## src/rtl/two_list_page_cache_policy_macros.svh

```systemverilog
// ---------------------------------------------------------------------------
// two_list_page_cache_policy_macros
// Assertion helpers shared by the page cache policy modules.
// ---------------------------------------------------------------------------
`ifndef TWO_LIST_PAGE_CACHE_POLICY_MACROS_SVH
`define TWO_LIST_PAGE_CACHE_POLICY_MACROS_SVH

// same-cycle implication, clocked on clk_i, off during reset
`define TLP_ASSERT_IMP(lbl, ante, cons, msg) \
  lbl: assert property (@(posedge clk_i) disable iff (!rst_ni) (ante) |-> (cons)) \
    else $error(msg);

// next-cycle implication, clocked on clk_i, off during reset
`define TLP_ASSERT_NXT(lbl, ante, cons, msg) \
  lbl: assert property (@(posedge clk_i) disable iff (!rst_ni) (ante) |=> (cons)) \
    else $error(msg);

`endif

```

## src/rtl/tlp_pkg.sv

```systemverilog
// ---------------------------------------------------------------------------
// tlp_pkg
// Shared widths, result codes, datapath commands and status for the
// two-segment page cache replacement policy.
// ---------------------------------------------------------------------------
package tlp_pkg;

  localparam int unsigned CAPACITY   = 64;
  localparam int unsigned SLOT_W     = $clog2(CAPACITY);
  localparam int unsigned CNT_W      = $clog2(CAPACITY + 1);
  localparam int unsigned PIN_BITS   = 4;
  localparam int unsigned ID_W       = 32;
  localparam int unsigned KEY_W      = 2 * ID_W;
  localparam int unsigned CFG_W      = 7;
  localparam int unsigned ST_W       = 3;
  localparam int unsigned OUT_SLOT_W = 6;
  localparam int unsigned IN_DATA_W  = 2 * ID_W;
  localparam int unsigned OUT_DATA_W = OUT_SLOT_W + 2 + 2 * ID_W;

  localparam logic [CFG_W-1:0]    CAP_RESET = CFG_W'(64);
  localparam logic [PIN_BITS-1:0] PIN_MAX   = '1;

  // result status codes
  localparam logic [ST_W-1:0] ST_HOT_HIT     = 3'd0;
  localparam logic [ST_W-1:0] ST_COLD_HIT    = 3'd1;
  localparam logic [ST_W-1:0] ST_MISS_FILL   = 3'd2;
  localparam logic [ST_W-1:0] ST_NO_VICTIM   = 3'd3;
  localparam logic [ST_W-1:0] ST_RELEASED    = 3'd4;
  localparam logic [ST_W-1:0] ST_REL_UNKNOWN = 3'd5;

  // datapath commands
  typedef enum logic [4:0] {
    OP_NOP,
    OP_LOAD,
    OP_SCAN,
    OP_SREAD,
    OP_REL,
    OP_HOTHIT,
    OP_REM_S,
    OP_RD_T,
    OP_REM_T,
    OP_PUSH_T,
    OP_PUSH_S,
    OP_WALK_INIT,
    OP_WALK_RD,
    OP_WALK_CHK,
    OP_NOVICT,
    OP_RD_C,
    OP_REM_C,
    OP_FILL
  } op_e;

  // datapath status toward the controller
  typedef struct packed {
    logic scan_done;
    logic found;
    logic found_hot;
    logic action_rel;
    logic full;
    logic cold_empty;
    logic need_demote;
    logic pin_zero;
    logic left_one;
    logic out_free;
  } dp_status_t;

endpackage

```

## src/rtl/tlp_ctrl.sv

```systemverilog
// ---------------------------------------------------------------------------
// tlp_ctrl
// Sequencer for the page cache policy: walks each transaction through key
// scan, list update, victim walk and result hand-off.
// ---------------------------------------------------------------------------
`include "two_list_page_cache_policy_macros.svh"

module tlp_ctrl (
  input  logic                clk_i,
  input  logic                rst_ni,
  input  logic                in_valid_i,
  output logic                in_ready_o,
  input  tlp_pkg::dp_status_t status_i,
  output tlp_pkg::op_e        op_o
);
  import tlp_pkg::*;

  typedef enum logic [13:0] {
    S_IDLE     = 14'b00000000000001,
    S_SCAN     = 14'b00000000000010,
    S_SREAD    = 14'b00000000000100,
    S_DECIDE   = 14'b00000000001000,
    S_DEMCHK   = 14'b00000000010000,
    S_REM_T    = 14'b00000000100000,
    S_PUSH_T   = 14'b00000001000000,
    S_PUSH_S   = 14'b00000010000000,
    S_WALK_RD  = 14'b00000100000000,
    S_WALK_CHK = 14'b00001000000000,
    S_RD_C     = 14'b00010000000000,
    S_REM_C    = 14'b00100000000000,
    S_FILL     = 14'b01000000000000,
    S_SPARE    = 14'b10000000000000
  } state_e;

  state_e state_q, state_d;
  op_e    op;

  // next state and command
  always_comb begin
    state_d    = state_q;
    op         = OP_NOP;
    in_ready_o = 1'b0;
    unique case (state_q)
      S_IDLE: begin
        in_ready_o = 1'b1;
        if (in_valid_i) begin
          op      = OP_LOAD;
          state_d = S_SCAN;
        end
      end
      S_SCAN: begin
        op = OP_SCAN;
        if (status_i.scan_done) state_d = S_SREAD;
      end
      S_SREAD: begin
        op      = OP_SREAD;
        state_d = S_DECIDE;
      end
      S_DECIDE: begin
        if (status_i.action_rel) begin
          if (status_i.out_free) begin
            op      = OP_REL;
            state_d = S_IDLE;
          end
        end else if (status_i.found && status_i.found_hot) begin
          if (status_i.out_free) begin
            op      = OP_HOTHIT;
            state_d = S_IDLE;
          end
        end else if (status_i.found) begin
          op      = OP_REM_S;
          state_d = S_DEMCHK;
        end else if (!status_i.full) begin
          if (status_i.out_free) begin
            op      = OP_FILL;
            state_d = S_IDLE;
          end
        end else if (status_i.cold_empty) begin
          if (status_i.out_free) begin
            op      = OP_NOVICT;
            state_d = S_IDLE;
          end
        end else begin
          op      = OP_WALK_INIT;
          state_d = S_WALK_RD;
        end
      end
      S_DEMCHK: begin
        if (status_i.need_demote) begin
          op      = OP_RD_T;
          state_d = S_REM_T;
        end else begin
          state_d = S_PUSH_S;
        end
      end
      S_REM_T: begin
        op      = OP_REM_T;
        state_d = S_PUSH_T;
      end
      S_PUSH_T: begin
        op      = OP_PUSH_T;
        state_d = S_PUSH_S;
      end
      S_PUSH_S: begin
        if (status_i.out_free) begin
          op      = OP_PUSH_S;
          state_d = S_IDLE;
        end
      end
      S_WALK_RD: begin
        op      = OP_WALK_RD;
        state_d = S_WALK_CHK;
      end
      S_WALK_CHK: begin
        if (status_i.pin_zero) begin
          state_d = S_RD_C;
        end else if (status_i.left_one) begin
          if (status_i.out_free) begin
            op      = OP_NOVICT;
            state_d = S_IDLE;
          end
        end else begin
          op      = OP_WALK_CHK;
          state_d = S_WALK_RD;
        end
      end
      S_RD_C: begin
        op      = OP_RD_C;
        state_d = S_REM_C;
      end
      S_REM_C: begin
        op      = OP_REM_C;
        state_d = S_FILL;
      end
      S_FILL: begin
        if (status_i.out_free) begin
          op      = OP_FILL;
          state_d = S_IDLE;
        end
      end
      default: state_d = S_IDLE;
    endcase
  end

  assign op_o = op;

  // state register
  always_ff @(posedge clk_i or negedge rst_ni) begin
    if (!rst_ni) begin
      state_q <= S_IDLE;
    end else begin
      state_q <= state_d;
    end
  end

  `TLP_ASSERT_IMP(a_final_needs_room,
    op == OP_REL || op == OP_HOTHIT || op == OP_PUSH_S || op == OP_NOVICT || op == OP_FILL,
    status_i.out_free, "result written while output register busy")
  `TLP_ASSERT_NXT(a_accept_starts_scan, in_valid_i && in_ready_o, state_q == S_SCAN,
    "accepted transaction did not start a key scan")

endmodule

```

## config.mk

```make
export PLATFORM = sky130hd
export DESIGN_NAME = tlp_ctrl
export DESIGN_NICKNAME = d
export VERILOG_FILES = /design/src/rtl/tlp_pkg.sv /design/src/rtl/tlp_ctrl.sv
export VERILOG_INCLUDE_DIRS = /design/src /design/src/rtl
export SDC_FILE = /design/constraint.sdc
export NUM_CORES = 1
export LEC_CHECK = 0
export ABC_AREA = 1
export BUFFER_PORTS_ARGS = -buffer_cell sky130_fd_sc_hd__buf_4
export CORE_MARGIN = 5
export CORE_UTILIZATION = 52
export CTS_BUF_LIST = sky130_fd_sc_hd__clkbuf_8
export CTS_CLUSTER_DIAMETER = 120
export CTS_CLUSTER_SIZE = 10
export DETAILED_ROUTE_END_ITERATION = 12
export HOLD_SLACK_MARGIN = 0.02
export PLACE_DENSITY = 0.78
export SLEW_MARGIN = 10
export SYNTH_ARGS = -nofsm -noshare
export SYNTH_HDL_FRONTEND = slang
export SYNTH_SLANG_ARGS = --single-unit
```

## constraint.sdc

```tcl
create_clock -name clk_i -period 1.5 [get_ports clk_i]
set_input_delay 0.3 -clock clk_i [delete_from_list [all_inputs] [get_ports clk_i]]
set_output_delay 0.3 -clock clk_i [all_outputs]
set_load 0.02 [all_outputs]
```

==> flow_metrics.tcl, run 1 <==
set metrics [dict create \
    yosysTopAreaCell "dfrtp_1" \
    syn_area_sq_um 1140 \
    fp.dieW_um 56.9 \
    synth_seq_cells 14 \
    cts_max_level 1 \
    cts_max_path_buffers 2 \
    overflow 32 \
    synth_cell_types 31 \
    error "[ERROR GRT-0232] Routing congestion too high. Check the congestion heatmap in the GUI." \
    repair-timing-grt-worst-ep "op_o[2]" \
    yosysWarnings 0 \
    synth.area.top_cells "dfrtp_1 28%, nand2_1 11%, nor2_1 9.2%, nand3_1 7.9%, inv_1 7.9%" \
    cts-root-buf "clkbuf_8" \
    cts_sinks 14 \
    rows 17 \
    cts_buffers 3 \
    status "stopped before the end" \
    dp.cells 264 \
    syn_area_per_cell_sq_um 6.49 \
    initial_core_util_pct 53.2 \
    grt_max_degree 15 \
    io_pins 19 \
    lastStage "5_1_grt" \
    place.gp.congestion 0.880 \
    seq_area_frac_synth_pct 30.8 \
    syn_nets 189 \
    fp.dieH_um 56.9 \
    synth_top_area_share_pct 28.5 \
    placed_cell_area_sq_um 1660 \
    portBuffers 18 \
    dp_hpwl_um 2930 \
    worst-ep-kind "top-level output" \
    grtUsageTotal_pct 66.1 \
    synth_cells 176 \
]
==> logic make-up after synthesis <==
kind of cell | Yosys count | synth area share (%)
AND/OR/NAND/NOR | 113 | 48.3
AO/OA/AOI/OAI | 18 | 9.97
other | 1 | 0.328
flip-flops | 14 | 30.8
buffers and inverters | 30 | 10.6
==> synth_stat cells <==
cell        n
a21oi_1     8
a31o_2      1
and3_1      1
buf_2       1
buf_6       1
clkbuf_1    1
conb_1      1
dfrtp_1    13
dfstp_2     1
inv_1      24
inv_2       3
nand2_1    34
nand2_2     7
nand2_4     1
nand3_1    18
nand3_2     2
nand3b_2    1
nand4_1     2
nor2_1     28
nor2_2      8
nor2_4      2
nor3_1      6
nor4_1      1
o2111ai_1   1
o211ai_1    3
o21ai_0     2
o21ai_2     1
o22ai_1     1
o32ai_1     1
or2_2       1
or2_4       1
==> metal layers <==
layer / global-route usage (%) / GRT overflow
met2: 81.7 / 13
met5: 3.57 / 0
met3: 46.9 / 0
met4: 73.8 / 19
met1: 66.2 / 0
==> metrics by stage <==
stage	worst slack [ps]	hold slack, ps	utilization [%]
2_1_floorplan	-152	4.41	-
3_3_place_gp	-337	161	77.1
3_5_place_dp	-402	165	77.1
4_1_cts	-551	286	89.5
==> what timing repair did <==
action / 4_1_cts
setup endpoints to repair: 14
hold buffers: 1
pin swaps: 12
endpoints found under the hold margin: 13
setup buffers: 7
gates resized for setup: 32
gates cloned: 1
==> run 2: changes to the inputs <==
- CORE_AREA: default -> 5 5 66 68
- CORE_MARGIN: 5 -> default
- CORE_UTILIZATION: 52 -> default
- CTS_BUF_LIST: sky130_fd_sc_hd__clkbuf_8 -> default
- CTS_CLUSTER_DIAMETER: 120 -> default
- CTS_CLUSTER_SIZE: 10 -> default
- DIE_AREA: default -> 0 0 71 73
- HOLD_SLACK_MARGIN: 0.02 -> default
- PLACE_DENSITY: 0.78 -> default
- PLACE_DENSITY_LB_ADDON: default -> 0.15
- clock period: 1.5 -> 2 ns (I/O delays scaled with it)
==> flow_metrics.tcl, run 2 <==
set metrics [dict create \
    status "finished with violations" \
    violations "setup timing" \
    dieArea_sq_um 5180 \
    dp.cells 252 \
    wl_per_cell_um 13.2 \
    drtIter0Drc 42 \
    fp.dieW_um 71 \
    post-route-min-period_ps 2150 \
    clk_latency_ps 250 \
    async_flop_share_pct 100 \
    rows 23 \
    regArea_sq_um 352 \
    finalWirelength_um 3570 \
    worst_setup_path_start_kind "register" \
    drv_slew 0 \
    fin_crit_sh_pct 107 \
    ant_nets 0 \
    seq_area_frac_synth_pct 30.8 \
    top_register "state_q" \
    grt_max_degree 15 \
    syn_to_final_growth_pct 50.8 \
    clk_pin_slew_ps 60 \
    grtUsageTotal_pct 13.6 \
    synth_cell_types 31 \
    multi_input_area_sq_um 813 \
    cts_max_path_buffers 2 \
    hold_viol 0 \
    synth_edf_count 0 \
    antenna_found_initial 0 \
    skew_ps 8.72 \
    synth_commonest_cells "34 x nand2_1, 28 x nor2_1, 24 x inv_1" \
    crit_path_end_kind "primary output" \
    top_regs "state_q (14)" \
    syn_area_sq_um 1140 \
    cts_buffers 3 \
    fin_ws_ps -146 \
    yosysTopAreaCell "dfrtp_1" \
    vdd_drop_max_mv 0.235 \
    maxClockFrequency_mhz 466 \
    final_cell_count_no_fill 270 \
    syn_area_per_cell_sq_um 6.49 \
    worstHoldPathType "input pin to register" \
    synth.most_common_cell "nand2_1" \
    synth_top_area_share_pct 28.5 \
    dp_hpwl_um 2620 \
    yosysWarnings 0 \
    grt_pass1_vias 1253 \
    criticalPathCategory "register to primary output" \
    io_pins 19 \
    syn_nets 189 \
    detail_route.vias_per_cell 4.81 \
    rsz0062_at_grt "true" \
    cts-root-buf "clkbuf_8" \
    mostFrequentLayoutCells "38 x buf_4, 32 x nand2_1, 23 x nor2_1" \
    fp.coreArea_sq_um 3800 \
    r2r_setup_slack_ps 290 \
    maxCapViolCount 0 \
    largest_reg_flops 14 \
    synth.area.top_cells "dfrtp_1 28%, nand2_1 11%, nor2_1 9.2%, nand3_1 7.9%, inv_1 7.9%" \
    vias 1298 \
    p_leak_nw 0.891 \
    power_mw 0.766 \
    cts_max_level 1 \
    antenna_cells 0 \
    initial_core_util_pct 30.1 \
    whs_ps 371 \
    nets 234 \
    portBuffers 18 \
    arrival_ps 1750 \
    grt_pass1_wl_um 5580 \
    drt_pre_antenna_iters 4 \
    crit_required_ps 1600 \
    synth_cells 176 \
    cts_sinks 14 \
    synth_seq_cells 14 \
    drc 0 \
    layout_commonest_cell "buf_4" \
    synth-main-ff-cell "dfrtp_1" \
    overflow 0 \
    fp.dieH_um 73 \
    fin_util_pct 45.4 \
    crit_fanout 6 \
    cts_tree "built" \
    pwr_density_cell_nw_per_um2 445 \
    layout-drive-gt1-share_pct 41.8 \
    place.gp.congestion 0.862 \
    setup_violations 5 \
    num-fill-cells 397 \
]
==> run 2: cell counts after synthesis <==
Identical to the previous run, type by type.
==> run 2: layout make-up <==
class | instances | share of cell area (%)
flip-flops and latches | 14 | 20.4
repair buffers | 43 | 20.3
inverters | 27 | 5.88
clock buffers | 4 | 2.61
multi-input cells | 132 | 47.2
well taps | 50 | 3.63
==> run 2: cell families after synthesis <==
group	count (synthesis)	synth area share, %
compound gates	18	9.97
buf+inv	30	10.6
flops	14	30.8
other cells	1	0.328
simple gates	113	48.3
==> run 2: power by group <==
part / internal (mW) / leakage [nW] / switching [mW] / total [mW]
clock network: 0.141 / 0.0228 / 0.113 / 0.254
logic: 0.0794 / 0.679 / 0.127 / 0.206
registers: 0.295 / 0.190 / 0.0112 / 0.306
total: 0.515 / 0.891 / 0.251 / 0.766
==> run 2: path summary, 6_finish.rpt <==
| check | from | endpoint | depth (start not counted) |
|---|---|---|---|
| min in group asynchronous | rst_ni | state_q[10] | 2 |
| setup reg to reg | state_q[8] | state_q[1] | 11 |
| hold / removal | status_i[3] | state_q[7] | 2 |
| setup / recovery | state_q[4] | op_o[0] | 8 |
| hold reg to reg | state_q[3] | state_q[3] | 2 |
| max in group asynchronous | rst_ni | state_q[0] | 2 |
==> run 2: through the flow <==
| step | worst slack (ps) | TNS (ps) | cell area [sq um] |
|---|---|---|---|
| after floorplan | 201 | 0 | 1140 |
| after global placement | 65.1 | 0 | 1420 |
| after detailed placement | 23.2 | 0 | 1420 |
| after CTS | -86.1 | -339 | 1640 |
| after global routing | -214 | -972 | 1720 |
| final | -146 | -554 | 1720 |
==> run 2: repair_timing <==
action / in CTS / in global routing
hold buffers: 1 / 0
setup endpoints to repair: 5 / 5
buffers inserted: 12 / 1
resized for setup: 21 / 16
endpoints found under the hold margin: 7 / 0
pin swaps: 14 / 4
==> run 2: critical path: stages (launching register included) <==
cell and delay, ps:
dfrtp_1 420, nor2_4 150, nand2_4 90, nor2_4 240
nand2_4 120, nor3_4 150, nor2_1 70, nand4_1 120
buf_6 130
==> run 2: layer usage <==
metal	vias up	routed length, um	track usage [%]
met5	-	0	0
met4	0	63	6.05
met3	6	161	1.65
met2	53	1730	23.1
met1	589	1620	17.3
li1	650	-	-
(Power assumes the default switching activity.)
==> run 3: changes to the inputs <==
==> constraint.sdc (replaced) <==
create_clock -name clk_i -period 2 [get_ports clk_i]
set_input_delay 0.2 -clock clk_i [delete_from_list [all_inputs] [get_ports clk_i]]
set_output_delay 0.2 -clock clk_i [all_outputs]
set_load 0.02 [all_outputs]
==> flow_metrics.tcl, run 3 (same netlist as run 2, synthesis figures left out) <==
set metrics [dict create \
    sw_frac_of_total_pct 30.9 \
    drc 0 \
    drt_pre_antenna_iters 4 \
    crit_chain "nor2_4 > nand2_4 > nor2_4 > nand2_4 > nor3_2 > nor2_1 > nand4_1 > buf_6" \
    crit_required_ps 1800 \
    arrival_ps 1760 \
    drv_slew 0 \
    rsz0062_at_grt "true" \
    io_pins 19 \
    worst_setup_path_start_kind "register" \
    hold-path-endpoint "state_q[7]" \
    mostFrequentLayoutCells "31 x buf_4, 30 x nand2_1, 24 x nor2_1" \
    pwr_density_cell_nw_per_um2 500 \
    cts_max_path_buffers 2 \
    nets 225 \
    placed_cell_area_sq_um 1330 \
    whs_ps 179 \
    place.gp.congestion 0.860 \
    antenna_found_initial 0 \
    cts_max_level 1 \
    ant_nets 0 \
    antenna_cells 0 \
    initial_core_util_pct 30.1 \
    layout_commonest_cell "buf_4" \
    worst-path-stages 8 \
    largest_reg_flops 14 \
    cp_slowest_cell "dfrtp_2" \
    rows 23 \
    p_leak_nw 0.870 \
    dieArea_sq_um 5180 \
    cts_buffers 3 \
    fin_ws_ps 40.0 \
    dp_hpwl_um 2550 \
    top_regs "state_q (14)" \
    hold_viol 0 \
    p_switching_mw 0.251 \
    top_register "state_q" \
    rr_worst_depth 14 \
    crit_path_end_kind "primary output" \
    layout-drive-gt1-share_pct 39.3 \
    holdCritStartpoint "status_i[3]" \
    wl_per_cell_um 12.9 \
    maxCapViolCount 0 \
    clk_pin_slew_ps 60 \
    r2r_setup_slack_ps 270 \
    syn_to_final_growth_pct 41.9 \
    critPathTopFamily "simple AND/OR/NAND/NOR gates" \
    cts_sinks 14 \
    grt_pass1_vias 1148 \
    cts_tree "built" \
    vdd_drop_max_mv 0.203 \
    finalWirelength_um 3380 \
    num-fill-cells 415 \
    grt_pass1_wl_um 5400 \
    overflow 0 \
    p_comb_share_pct 27.1 \
    crit_fanout 5 \
    cts-root-buf "clkbuf_8" \
    power_mw 0.811 \
    regArea_sq_um 354 \
    post-route-min-period_ps 1960 \
    final_area_sq_um 1620 \
    fp.coreArea_sq_um 3800 \
    rr_endpoint "state_q[0]" \
    cpPeakStageDelay_ps 440 \
    tns_ps 0 \
    multi_input_area_sq_um 783 \
    pre_cts_slack_ps 140 \
    portBuffers 18 \
    setup_violations 0 \
    power.share.clock_pct 35.4 \
    grt_max_degree 15 \
    fin_crit_sh_pct 98.0 \
    skew_ps 0.673 \
    clk_latency_ps 250 \
    detail_route.vias_per_cell 4.79 \
    grtUsageTotal_pct 13.4 \
    fp.dieH_um 73 \
    hold_depth 2 \
    drtIter0Drc 44 \
    crit_buf_inv 1 \
    fp.dieW_um 71 \
    vias 1251 \
    timing.rr.start "state_q[7]" \
    status "finished, final reports clean" \
    worstHoldPathType "input pin to register" \
    maxClockFrequency_mhz 510 \
    p_seq_share_pct 37.5 \
    internal_power_mw 0.561 \
    criticalPathCategory "register to primary output" \
]
## run 3: cell types whose count changed in the layout (fill, tap and decap cells not counted), moves of 2 or more
cell     delta
dfrtp_1     -2
buf_4       -7
nor2_4      -2
nor3_1      +2
dfrtp_2     +2
nand2_1     -2
nand2_2     +2
## run 3: per-layer routing
metal | track usage [%] | vias up | part of all wire [%]
met3 | 2.07 | 5 | 4.2
li1 | - | 631 | -
met1 | 17.9 | 588 | 45
met2 | 21.8 | 27 | 49
met5 | 0 | - | 0
met4 | 5.01 | 0 | 1.5
## run 3: per-stage QoR
step | cells | util (%)
finish | 261 | 42.7
global route | 261 | 42.7
CTS | 251 | 37.8
detailed placement | 242 | 34.9
global placement | 242 | 34.9
floorplan | 176 | -
## run 3: power groups by stage
stage | Combinational (mW) | Sequential [mW] | Clock [mW]
4_1_cts | 0.182 | 0.301 | 0.296
6_report | 0.220 | 0.304 | 0.287
3_5_place_dp | 0.167 | 0.306 | 0
5_1_grt | 0.241 | 0.304 | 0.307
2_1_floorplan | 0.109 | 0.305 | 0
3_3_place_gp | 0.166 | 0.306 | 0
## run 3: worst max-delay path by stage
| stage | from | endpoint | slack, ps |
|---|---|---|---|
| final | state_q[7] | op_o[0] | 40 |
| after floorplan | state_q[9] | op_o[0] | 400 |
| after detailed placement | state_q[4] | op_o[0] | 140 |
| after global routing | state_q[7] | op_o[2] | -30 |
| after CTS | state_q[8] | op_o[0] | 4 |
| after global placement | state_q[4] | op_o[0] | 100 |
## run 3: timing repair
item,4_1_cts,5_1_grt
pin swaps,5,9
cloned,0,0
setup endpoints to repair,4,5
setup buffers,4,10
endpoints found under the hold margin,13,0
resized for setup,5,28
hold buffers,1,0
## run 3: cell type report
| class | instances | area share, % |
|---|---|---|
| multi-input cells | 132 | 48.3 |
| inverters | 27 | 6.25 |
| well taps | 50 | 3.86 |
| clock buffers | 4 | 3.40 |
| flip-flops and latches | 14 | 21.8 |
| repair buffers | 34 | 16.4 |
